`config.mk`:
```
export PLATFORM = sky130hd
export DESIGN_NAME = joystick_radial_deadzone_motion_top
export DESIGN_NICKNAME = d
export VERILOG_FILES = /design/src/rtl/core/jrdm_pkg.sv /design/src/rtl/core/joystick_radial_deadzone_motion_top.sv
export SDC_FILE = /design/constraint.sdc
export NUM_CORES = 2
export LEC_CHECK = 0
export BUFFER_PORTS_ARGS = -buffer_cell sky130_fd_sc_hd__buf_2
export CAP_MARGIN = 10
export CORE_MARGIN = 2
export CORE_UTILIZATION = 69
export CTS_BUF_LIST = sky130_fd_sc_hd__clkbuf_8
export CTS_CLUSTER_DIAMETER = 150
export DETAILED_ROUTE_END_ITERATION = 7
export PLACE_DENSITY = 0.87
export SYNTH_ARGS = -nofsm -noshare
export SYNTH_HDL_FRONTEND = slang
export SYNTH_SLANG_ARGS = --single-unit
```
`constraint.sdc`:
```
create_clock -name clk -period 22 [get_ports clk]
set_input_delay 4.4 -clock clk [delete_from_list [all_inputs] [get_ports clk]]
set_output_delay 4.4 -clock clk [all_outputs]
set_load 0.01 [all_outputs]
```
`src/rtl/core/jrdm_pkg.sv`:
```
// jrdm_pkg: constants shared by the joystick radial dead-zone motion block
// register indexes, field widths, reset values and event codes
// no dependencies
package jrdm_pkg;

  // configuration port
  localparam int CFG_IDX_W  = 3;
  localparam int CFG_DATA_W = 23;

  localparam logic [CFG_IDX_W-1:0] REG_SPEED_LIMIT = 3'd0;
  localparam logic [CFG_IDX_W-1:0] REG_FULL_SCALE  = 3'd1;
  localparam logic [CFG_IDX_W-1:0] REG_DEAD_ZONE   = 3'd2;
  localparam logic [CFG_IDX_W-1:0] REG_X_SELECT    = 3'd3;
  localparam logic [CFG_IDX_W-1:0] REG_Y_SELECT    = 3'd4;

  // register widths
  localparam int SPEED_W = 6;
  localparam int FULL_W  = 15;
  localparam int DZ_W    = 23;
  localparam int SEL_W   = 8;

  // register reset values
  localparam logic [SPEED_W-1:0] SPEED_LIMIT_RST = 6'd20;
  localparam logic [FULL_W-1:0]  FULL_SCALE_RST  = 15'd32767;
  localparam logic [DZ_W-1:0]    DEAD_ZONE_RST   = 23'd838835;
  localparam logic [SEL_W-1:0]   X_SELECT_RST    = 8'd0;
  localparam logic [SEL_W-1:0]   Y_SELECT_RST    = 8'd1;

  // stream fields
  localparam int TYPE_W     = 8;
  localparam int NUM_W      = 8;
  localparam int VALUE_W    = 16;
  localparam int IN_DATA_W  = NUM_W + VALUE_W;
  localparam int STEP_W     = 7;
  localparam int OUT_DATA_W = 16;

  // quotient bits of speed and step divisions (results never exceed 63)
  localparam int Q_BITS = STEP_W - 1;

  // event type with the init flag masked off
  localparam logic [TYPE_W-2:0] EV_AXIS = 7'd2;

endpackage

```
`src/rtl/core/joystick_radial_deadzone_motion_top.sv`:
```
// joystick_radial_deadzone_motion_top: joystick events to radial dead-zone cursor steps
// bit-serial square root and shared bit-serial divider, one bit per cycle
// depends on jrdm_pkg
//
//  channel   direction  handshake            payload
//  s_*       in         s_tvalid / s_tready  tuser: event_type; tdata: axis_number, axis_value
//  m_*       out        m_tvalid / m_tready  tdata: x_step, y_step
//  cfg_*     in         cfg_valid / cfg_ready cfg_index, cfg_data
//
// one event at a time; the time from transfer to result is set by the root loop
// (one root bit per cycle), three divisions on one shared divider and any wait
// for the output register
// events inside the dead zone free the input right after the dead-zone check
// a held result sits in the output register; only the next result waits for it
// rst is synchronous: clears deflections, registers to their reset values
module joystick_radial_deadzone_motion_top #(
  parameter int AXIS_BITS = 16,
  parameter int FRAC_BITS = 8
) (
  input  logic                                clk,
  input  logic                                rst,
  // event_type [7:0]
  input  logic [jrdm_pkg::TYPE_W-1:0]         s_tuser,
  // axis_number [7:0], axis_value [23:8]
  input  logic [jrdm_pkg::IN_DATA_W-1:0]      s_tdata,
  input  logic                                s_tvalid,
  output logic                                s_tready,
  // x_step [6:0], y_step [13:7], zero [15:14]
  output logic [jrdm_pkg::OUT_DATA_W-1:0]     m_tdata,
  output logic                                m_tvalid,
  input  logic                                m_tready,
  input  logic                                cfg_valid,
  output logic                                cfg_ready,
  input  logic [jrdm_pkg::CFG_IDX_W-1:0]      cfg_index,
  input  logic [jrdm_pkg::CFG_DATA_W-1:0]     cfg_data
);
  import jrdm_pkg::*;

  localparam int RTW  = AXIS_BITS + FRAC_BITS;         // root width
  localparam int NW   = 2 * RTW;                       // radicand width
  localparam int RSW  = RTW + 2;                       // root remainder width
  localparam int SQW  = 2 * AXIS_BITS;                 // x*x + y*y width
  localparam int MW   = FULL_W + FRAC_BITS;            // full-scale width
  localparam int CW0  = (RTW > MW) ? RTW : MW;
  localparam int CW   = (CW0 > DZ_W) ? CW0 : DZ_W;     // magnitude compare width
  localparam int DVA  = CW + 8;
  localparam int DVB  = RTW + 7;
  localparam int DIVW = (DVA > DVB) ? DVA : DVB;       // divider width
  localparam int CNTW = $clog2(RTW + 1);
  localparam int PW   = Q_BITS + AXIS_BITS;            // step product width
  localparam int SPW  = Q_BITS + CW;                   // speed product width

  typedef enum logic [3:0] {
    S_IDLE, S_SQX, S_SQY, S_SQRT, S_SCALE, S_SPEED, S_DIV, S_LOAD, S_OUT
  } state_t;

  typedef enum logic [1:0] {PH_SPEED, PH_X, PH_Y} phase_t;

  state_t state;
  phase_t ph;

  // configuration registers
  logic [SPEED_W-1:0] speed_limit;
  logic [FULL_W-1:0]  full_scale;
  logic [DZ_W-1:0]    dead_zone;
  logic [SEL_W-1:0]   x_sel;
  logic [SEL_W-1:0]   y_sel;

  // stick state and datapath
  logic signed [AXIS_BITS-1:0] x_defl;
  logic signed [AXIS_BITS-1:0] y_defl;
  logic [SQW-1:0]    sq_x;
  logic [NW-1:0]     rad;
  logic [RSW-1:0]    sq_rem;
  logic [RTW-1:0]    root;
  logic [CW-1:0]     mag;
  logic [DIVW-1:0]   div_rem;
  logic [DIVW-1:0]   div_dsh;
  logic [Q_BITS-1:0] quo;
  logic [Q_BITS-1:0] spd;
  logic [Q_BITS-1:0] x_quo;
  logic [CNTW-1:0]   cnt;

  logic                        s_xfer;
  logic signed [AXIS_BITS-1:0] in_value;
  logic signed [AXIS_BITS-1:0] sq_op;
  logic signed [SQW-1:0]       sq_prod;
  logic [SQW-1:0]              sq_sum;
  logic [RSW-1:0]              rem_sh;
  logic [RSW-1:0]              trial;
  logic                        rt_ok;
  logic [CW-1:0]               root_ext;
  logic [CW-1:0]               fullq;
  logic [CW-1:0]               dz_ext;
  logic [CW-1:0]               dspan;
  logic [CW-1:0]               mag_clamp;
  logic [SPW-1:0]              spd_prod;
  logic signed [AXIS_BITS-1:0] st_axis;
  logic [Q_BITS-1:0]           st_spd;
  logic [AXIS_BITS-1:0]        st_abs;
  logic [PW-1:0]               st_prod;
  logic [DIVW-1:0]             st_num;
  logic [DIVW-1:0]             st_dsh;
  logic                        div_ok;
  logic [STEP_W-1:0]           x_step;
  logic [STEP_W-1:0]           y_step;

  assign s_tready  = (state == S_IDLE);
  assign cfg_ready = 1'b1;
  assign s_xfer    = s_tvalid && s_tready;
  assign in_value  = s_tdata[NUM_W +: AXIS_BITS];

  // squaring, one axis per cycle
  assign sq_op   = (state == S_SQX) ? x_defl : y_defl;
  assign sq_prod = sq_op * sq_op;
  assign sq_sum  = sq_x + $unsigned(sq_prod);

  // one root bit per cycle, two radicand bits shifted in
  assign rem_sh = {sq_rem[RSW-3:0], rad[NW-1 -: 2]};
  assign trial  = {root, 2'b01};
  assign rt_ok  = (rem_sh >= trial);

  // clamp to full scale and dead-zone span
  assign root_ext  = CW'(root);
  assign fullq     = CW'({full_scale, {FRAC_BITS{1'b0}}});
  assign dz_ext    = CW'(dead_zone);
  assign dspan     = fullq - dz_ext;
  assign mag_clamp = (root_ext > fullq) ? fullq : root_ext;
  assign spd_prod  = SPW'(speed_limit) * SPW'(mag - dz_ext);

  // step numerator: 2 * speed * (|axis| << FRAC_BITS) + mag
  assign st_axis = (ph == PH_SPEED) ? x_defl : y_defl;
  assign st_spd  = (ph == PH_SPEED) ? quo : spd;
  assign st_abs  = st_axis[AXIS_BITS-1] ? (~$unsigned(st_axis) + 1'b1) : $unsigned(st_axis);
  assign st_prod = PW'(st_spd) * PW'(st_abs);
  assign st_num  = DIVW'({st_prod, {(FRAC_BITS + 1){1'b0}}}) + DIVW'(mag);
  assign st_dsh  = DIVW'({mag, {Q_BITS{1'b0}}});

  // restoring division step; saturates to all ones on overflow
  assign div_ok = (div_rem >= div_dsh);

  // signed steps from quotient magnitudes
  assign x_step = x_defl[AXIS_BITS-1] ? (~{1'b0, x_quo} + 1'b1) : {1'b0, x_quo};
  assign y_step = y_defl[AXIS_BITS-1] ? (~{1'b0, quo} + 1'b1) : {1'b0, quo};

  // configuration writes
  always_ff @(posedge clk) begin
    if (rst) begin
      speed_limit <= SPEED_LIMIT_RST;
      full_scale  <= FULL_SCALE_RST;
      dead_zone   <= DEAD_ZONE_RST;
      x_sel       <= X_SELECT_RST;
      y_sel       <= Y_SELECT_RST;
    end else if (cfg_valid && cfg_ready) begin
      unique case (cfg_index)
        REG_SPEED_LIMIT: speed_limit <= cfg_data[SPEED_W-1:0];
        REG_FULL_SCALE:  full_scale  <= cfg_data[FULL_W-1:0];
        REG_DEAD_ZONE:   dead_zone   <= cfg_data[DZ_W-1:0];
        REG_X_SELECT:    x_sel       <= cfg_data[SEL_W-1:0];
        REG_Y_SELECT:    y_sel       <= cfg_data[SEL_W-1:0];
        default: ;
      endcase
    end
  end

  // sequencer, datapath and output register
  always_ff @(posedge clk) begin
    if (rst) begin
      state    <= S_IDLE;
      ph       <= PH_SPEED;
      m_tvalid <= 1'b0;
      x_defl   <= '0;
      y_defl   <= '0;
      cnt      <= '0;
    end else begin
      // output state reloads the register itself
      if (m_tvalid && m_tready && (state != S_OUT)) begin
        m_tvalid <= 1'b0;
      end
      unique case (state)
        S_IDLE: begin
          if (s_xfer) begin
            if (s_tuser[TYPE_W-2:0] == EV_AXIS) begin
              if (s_tdata[NUM_W-1:0] == x_sel) begin
                x_defl <= in_value;
              end else if (s_tdata[NUM_W-1:0] == y_sel) begin
                y_defl <= in_value;
              end
            end
            state <= S_SQX;
          end
        end
        S_SQX: begin
          sq_x  <= $unsigned(sq_prod);
          state <= S_SQY;
        end
        S_SQY: begin
          rad    <= {sq_sum, {(2 * FRAC_BITS){1'b0}}};
          sq_rem <= '0;
          root   <= '0;
          cnt    <= '0;
          state  <= S_SQRT;
        end
        S_SQRT: begin
          sq_rem <= rt_ok ? (rem_sh - trial) : rem_sh;
          root   <= {root[RTW-2:0], rt_ok};
          rad    <= {rad[NW-3:0], 2'b00};
          cnt    <= cnt + 1'b1;
          if (cnt == CNTW'(RTW - 1)) begin
            state <= S_SCALE;
          end
        end
        S_SCALE: begin
          mag   <= mag_clamp;
          state <= S_SPEED;
        end
        S_SPEED: begin
          // no result inside the dead zone
          if (mag <= dz_ext) begin
            state <= S_IDLE;
          end else begin
            div_rem <= DIVW'({spd_prod, 1'b0}) + DIVW'(dspan);
            div_dsh <= DIVW'({dspan, {Q_BITS{1'b0}}});
            cnt     <= '0;
            ph      <= PH_SPEED;
            state   <= S_DIV;
          end
        end
        S_DIV: begin
          if (div_ok) begin
            div_rem <= div_rem - div_dsh;
          end
          quo     <= {quo[Q_BITS-2:0], div_ok};
          div_dsh <= div_dsh >> 1;
          cnt     <= cnt + 1'b1;
          if (cnt == CNTW'(Q_BITS - 1)) begin
            state <= S_LOAD;
          end
        end
        S_LOAD: begin
          cnt     <= '0;
          div_rem <= st_num;
          div_dsh <= st_dsh;
          unique case (ph)
            PH_SPEED: begin
              spd   <= quo;
              ph    <= PH_X;
              state <= S_DIV;
            end
            PH_X: begin
              x_quo <= quo;
              ph    <= PH_Y;
              state <= S_DIV;
            end
            default: begin
              state <= S_OUT;
            end
          endcase
        end
        S_OUT: begin
          if (!m_tvalid || m_tready) begin
            m_tvalid <= 1'b1;
            m_tdata  <= OUT_DATA_W'({y_step, x_step});
            state    <= S_IDLE;
          end
        end
        default: state <= S_IDLE;
      endcase
    end
  end

`ifndef NO_ASSERTIONS
  // input closes right after a transfer
  a_busy_after_xfer: assert property (@(posedge clk) disable iff (rst)
    s_xfer |=> !s_tready)
    else $error("input ready stayed high after a transfer");

  // root remainder never exceeds twice the partial root
  a_root_rem: assert property (@(posedge clk) disable iff (rst)
    (state == S_SQRT) |-> (sq_rem <= RSW'({root, 1'b0})))
    else $error("square root remainder out of range");

  // radial speed never exceeds the configured maximum
  a_speed_max: assert property (@(posedge clk) disable iff (rst)
    (state == S_LOAD && ph == PH_X) |-> (spd <= speed_limit))
    else $error("speed above the configured limit");

  // divider runs exactly the quotient width
  a_div_count: assert property (@(posedge clk) disable iff (rst)
    (state == S_DIV) |-> (cnt < CNTW'(Q_BITS)))
    else $error("divider ran past its quotient width");

  // a result appears only from the output state
  a_out_source: assert property (@(posedge clk) disable iff (rst)
    $rose(m_tvalid) |-> ($past(state) == S_OUT))
    else $error("result valid raised outside the output state");
`endif

endmodule
```
==> metrics.md <==
| Metric | Value |
|---|---|
| Outcome | `completed` |
| Insertion delay to the later sink of the worst-skew pair | `690 ps` |
| CTS tree | `done` |
| Startpoint of the most critical setup path | `state[0]$_SDFFE_PP0P_` |
| Horizontal die dimension | `242 um` |
| Die span in y | `242 um` |
| Number of clock sinks | `333` |
| Routed wire length | `99600 um` |
| Fraction of final layout cells sized beyond drive strength 1 | `5.56%` |
| Vias in the first global route | `32112` |
| H-tree depth reported by CTS | `2` |
| Setup total negative slack | `0 ps` |
| Cell taking the most area after synthesis | `sky130_fd_sc_hd__fa_1` |
| Post-CTS Hold Fix Bufs | `0` |
| Fin. Hold Viols | `0` |
| Routed length per instance | `19.1 um` |
| Nets | `5232` |
| Fin crit share | `52.4%` |
| Endpoint with the worst hold slack | `dead_zone[21]$_SDFFE_PP0P_` |
| Iteration count of the initial detailed-routing pass | `6` |
| Proportion of synthesized flip-flops having asynchronous set or reset | `0%` |
| Number of inserted filler cells in the final layout | `4008` |
| Clock skew after layout | `55.5 ps` |
| Seq cells post-synth | `333` |
| Biggest area contributors in the synthesized netlist | `sky130_fd_sc_hd__fa_1 20%, sky130_fd_sc_hd__edfxtp_1 18%, sky130_fd_sc_hd__ha_1 11%, sky130_fd_sc_hd__inv_1 6.4%, sky130_fd_sc_hd__dfxtp_1 5.3%` |
| Clock Tree Root | `sky130_fd_sc_hd__clkbuf_8` |
| Core region area | `56300 um^2` |
| Post-synth top area share | `20.2%` |
| Power density over cell area | `72.7 nW/um^2` |
| Most frequent cell on the critical path | `sky130_fd_sc_hd__fa_1` |
| Hpwl dp | `77600 um` |
| Gp weighted congestion | `1.00` |
| Required time of the critical path | `22530 ps` |
| Sum of internal, switching and leakage power | `3.02 mW` |
| Via density per instance | `6.09` |
| Startpoint type of the worst setup path | `register` |
| Total GRT Usage | `34.3%` |
| Warnings from Yosys | `0` |
| CTS buffer count | `58` |
| Number of nets with antenna violations after detailed routing | `0` |
| Sequential element share of the synthesized area | `22.9%` |
| I/O pin count | `82` |
| Launch instance of the worst register-to-register path | `state[0]$_SDFFE_PP0P_` |
| Slowest stage cell on the critical path | `sky130_fd_sc_hd__mux2i_1` |
| Number of cells on the worst reg-to-reg path | `38` |
| Synth Flop Type | `sky130_fd_sc_hd__edfxtp_1` |
| Post-synthesis average cell area | `8.97 um^2` |
| RSZ-0062 raised after global routing | `false` |
| Standard-cell row count | `87` |
| Worst setup EP type | `register` |
| Hold path start | `dead_zone[21]$_SDFFE_PP0P_` |
| Total setup buffers inserted after CTS | `0` |
| Resized Gates After CTS | `0` |
| Hold crit path type | `reg -> reg` |
| Max-Cap Viols | `0` |
| Slack of the worst reg-to-reg path | `10480 ps` |
| Layout Area Growth over Synthesis | `5.96%` |
| Largest fanout of any net on the critical path | `24` |
| Worst-Margin Slew | `1240 ps` |
| First-pass GRT wire length | `162000 um` |
| Headroom to the max-slew limit | `15.1%` |
| Highest achievable clock rate | `86.8 MHz` |
| Total DRC errors in the routed layout | `0` |
| Hold Worst Slack | `458 ps` |
| Clock slew at the register clock pins of the worst setup and hold paths | `60 ps` |
| Count of endpoints failing setup in the final report | `0` |
| Maximum root-to-sink buffer count | `3` |
| Overall via count from detail_route | `31764` |
| Post-Syn Area | `39200 um^2` |
| Number of antenna violations at the first check in global routing | `1` |
| Number of violations reported at the end of detailed-routing iteration 0 | `2661` |
| Die outline area | `58700 um^2` |
| EDFF count, synth | `229` |
| Largest net degree at the start of global routing | `84` |
| Critical path data arrival time | `12050 ps` |
| Number of placed instances with taps included | `5111` |
| CP max stage delay | `1040 ps` |
| Starting density of the core | `69.6%` |
| Hold-critical path depth | `2` |
| Number of slew-limit violations in the final report | `0` |
| Maximum vdd drop | `81.5 uV` |
| Count of input and output buffers | `77` |
| Leakage power figure | `19.3 nW` |
| Category of the critical setup timing path | `reg -> reg` |
| Post-synthesis cell count | `4370` |
| Shortest period the worst path allows | `11520 ps` |
| Layout Cells excl Fill | `5220` |
| Netlist cell types | `89` |
| Overflow after GRT | `0` |
| Capture instance of the worst register-to-register path | `rad[47]$_DFFE_PP_` |
==> cell usage after synthesis (6+ instances only) <==
cell / n
sky130_fd_sc_hd__clkbuf_1: 113
sky130_fd_sc_hd__o22ai_1: 8
sky130_fd_sc_hd__o311ai_0: 7
sky130_fd_sc_hd__o21ai_0: 165
sky130_fd_sc_hd__o31ai_1: 15
sky130_fd_sc_hd__nand4_1: 25
sky130_fd_sc_hd__nand3b_1: 10
sky130_fd_sc_hd__a2111oi_0: 8
sky130_fd_sc_hd__buf_1: 8
sky130_fd_sc_hd__xnor2_1: 169
sky130_fd_sc_hd__nor2b_1: 76
sky130_fd_sc_hd__inv_1: 672
sky130_fd_sc_hd__a21boi_0: 10
sky130_fd_sc_hd__nor4_1: 15
sky130_fd_sc_hd__xor2_1: 95
sky130_fd_sc_hd__a31oi_1: 23
sky130_fd_sc_hd__or3_1: 20
sky130_fd_sc_hd__nor2_1: 321
sky130_fd_sc_hd__mux2i_1: 96
sky130_fd_sc_hd__nor3_1: 67
sky130_fd_sc_hd__dfxtp_1: 104
sky130_fd_sc_hd__edfxtp_1: 229
sky130_fd_sc_hd__o21a_1: 40
sky130_fd_sc_hd__a211o_1: 7
sky130_fd_sc_hd__a22oi_1: 24
sky130_fd_sc_hd__a21o_1: 70
sky130_fd_sc_hd__nand2_1: 461
sky130_fd_sc_hd__nand2b_1: 38
sky130_fd_sc_hd__a221oi_1: 14
sky130_fd_sc_hd__and2_1: 117
sky130_fd_sc_hd__a211oi_1: 29
sky130_fd_sc_hd__nand3_1: 63
sky130_fd_sc_hd__o21bai_1: 26
sky130_fd_sc_hd__o211ai_1: 57
sky130_fd_sc_hd__o221ai_1: 13
sky130_fd_sc_hd__fa_1: 395
sky130_fd_sc_hd__a21oi_1: 222
sky130_fd_sc_hd__and3_1: 30
sky130_fd_sc_hd__o31a_1: 13
sky130_fd_sc_hd__clkinv_1: 6
sky130_fd_sc_hd__or2_2: 17
sky130_fd_sc_hd__mux2_2: 10
sky130_fd_sc_hd__nor3b_1: 7
sky130_fd_sc_hd__ha_1: 359
==> logic make-up after synthesis <==
group | after synthesis | share of synthesized area (%)
XOR/XNOR | 265 | 5.96
flip-flops | 333 | 22.9
AO/OA/AOI/OAI | 813 | 13.5
other | 2 | 0.0192
buffers and inverters | 807 | 7.84
multiplexers | 106 | 2.74
AND/OR/NAND/NOR | 1290 | 15.4
adder cells (fa/ha/maj) | 754 | 31.6
==> where the power goes <==
group / switching [mW] / internal (mW) / total (mW) / leakage, nW
Clock: 0.272 / 0.306 / 0.578 / 0.679
Combinational: 0.977 / 0.642 / 1.62 / 15.7
Sequential: 0.0366 / 0.785 / 0.822 / 2.94
Total: 1.29 / 1.73 / 3.02 / 19.3
==> worst max-delay path by stage <==
| stage | end | depth (start not counted) |
|---|---|---|
| floorplan | rad[16]$_SDFFCE_PP0P_ | 3 |
| global placement | rad[47]$_DFFE_PP_ | 38 |
| detailed placement | rad[47]$_DFFE_PP_ | 38 |
| CTS | rad[47]$_DFFE_PP_ | 38 |
| global route | rad[47]$_DFFE_PP_ | 38 |
| finish | rad[47]$_DFFE_PP_ | 38 |
==> critical path: cells and delay by family, from the launching register on <==
| family | cells | cell delay [ps] |
|---|---|---|
| compound gates | 11 | 2720 |
| buf+inv | 8 | 1670 |
| simple gates | 7 | 1220 |
| xor+xnor | 3 | 680 |
| flops | 1 | 310 |
| fa+ha+maj | 8 | 3700 |
| mux | 1 | 1040 |
==> flip-flops by register name (all words and copies together), names as in the netlist, 14 cells and up <==
| register | cells |
|---|---|
| rad | 32 |
| mag | 24 |
| sq_rem | 24 |
| sq_x | 31 |
| div_dsh | 30 |
| dead_zone | 23 |
| div_rem | 32 |
| x_defl | 16 |
| y_defl | 16 |
| m_tdata | 14 |
| root | 24 |
| full_scale | 15 |
==> layer usage <==
metal / vias up / global-route usage [%] / wire length, um
li1: 14762 / - / -
met1: 15382 / 45.3 / 40200
met2: 1349 / 56.3 / 46800
met3: 271 / 6.27 / 8690
met4: 0 / 13.4 / 3840
met5: - / 0 / 0
==> per-stage QoR <==
stage,utilization [%],area [um^2],worst slack (ps)
CTS,73.8,41500,10640
floorplan,-,39200,11080
detailed placement,71.7,40300,10690
global placement,71.7,40300,11000
finish,73.8,41500,10480
global route,73.8,41500,9840
==> final cells by class <==
type                       instances  area [um^2]  share of cell area [%]
tap                              756          946                    2.28
clock buffer                      71          977                    2.35
clock inverter                    35          206                   0.497
multi-input combinational       3232        27200                    65.6
sequential                       333         8960                    21.6
inverter                         679         2550                    6.14
antenna                            3         7.51                  0.0181
timing repair buffer             111          641                    1.54
==> cell usage in the layout (no fill, tap or decap), types with 70 or more instances in the layout <==
cell type                  count
sky130_fd_sc_hd__and2_1      117
sky130_fd_sc_hd__nand2_1     461
sky130_fd_sc_hd__xor2_1       95
sky130_fd_sc_hd__nor2_1      317
sky130_fd_sc_hd__ha_1        359
sky130_fd_sc_hd__nor2b_1      76
sky130_fd_sc_hd__fa_1        395
sky130_fd_sc_hd__inv_1       693
sky130_fd_sc_hd__mux2i_1      95
sky130_fd_sc_hd__a21oi_1     221
sky130_fd_sc_hd__xnor2_1     169
sky130_fd_sc_hd__edfxtp_1    229
sky130_fd_sc_hd__clkbuf_8     71
sky130_fd_sc_hd__a21o_1       70
sky130_fd_sc_hd__dfxtp_1     104
sky130_fd_sc_hd__o21ai_0     165
sky130_fd_sc_hd__buf_2        77
(Power assumes the default switching activity.)
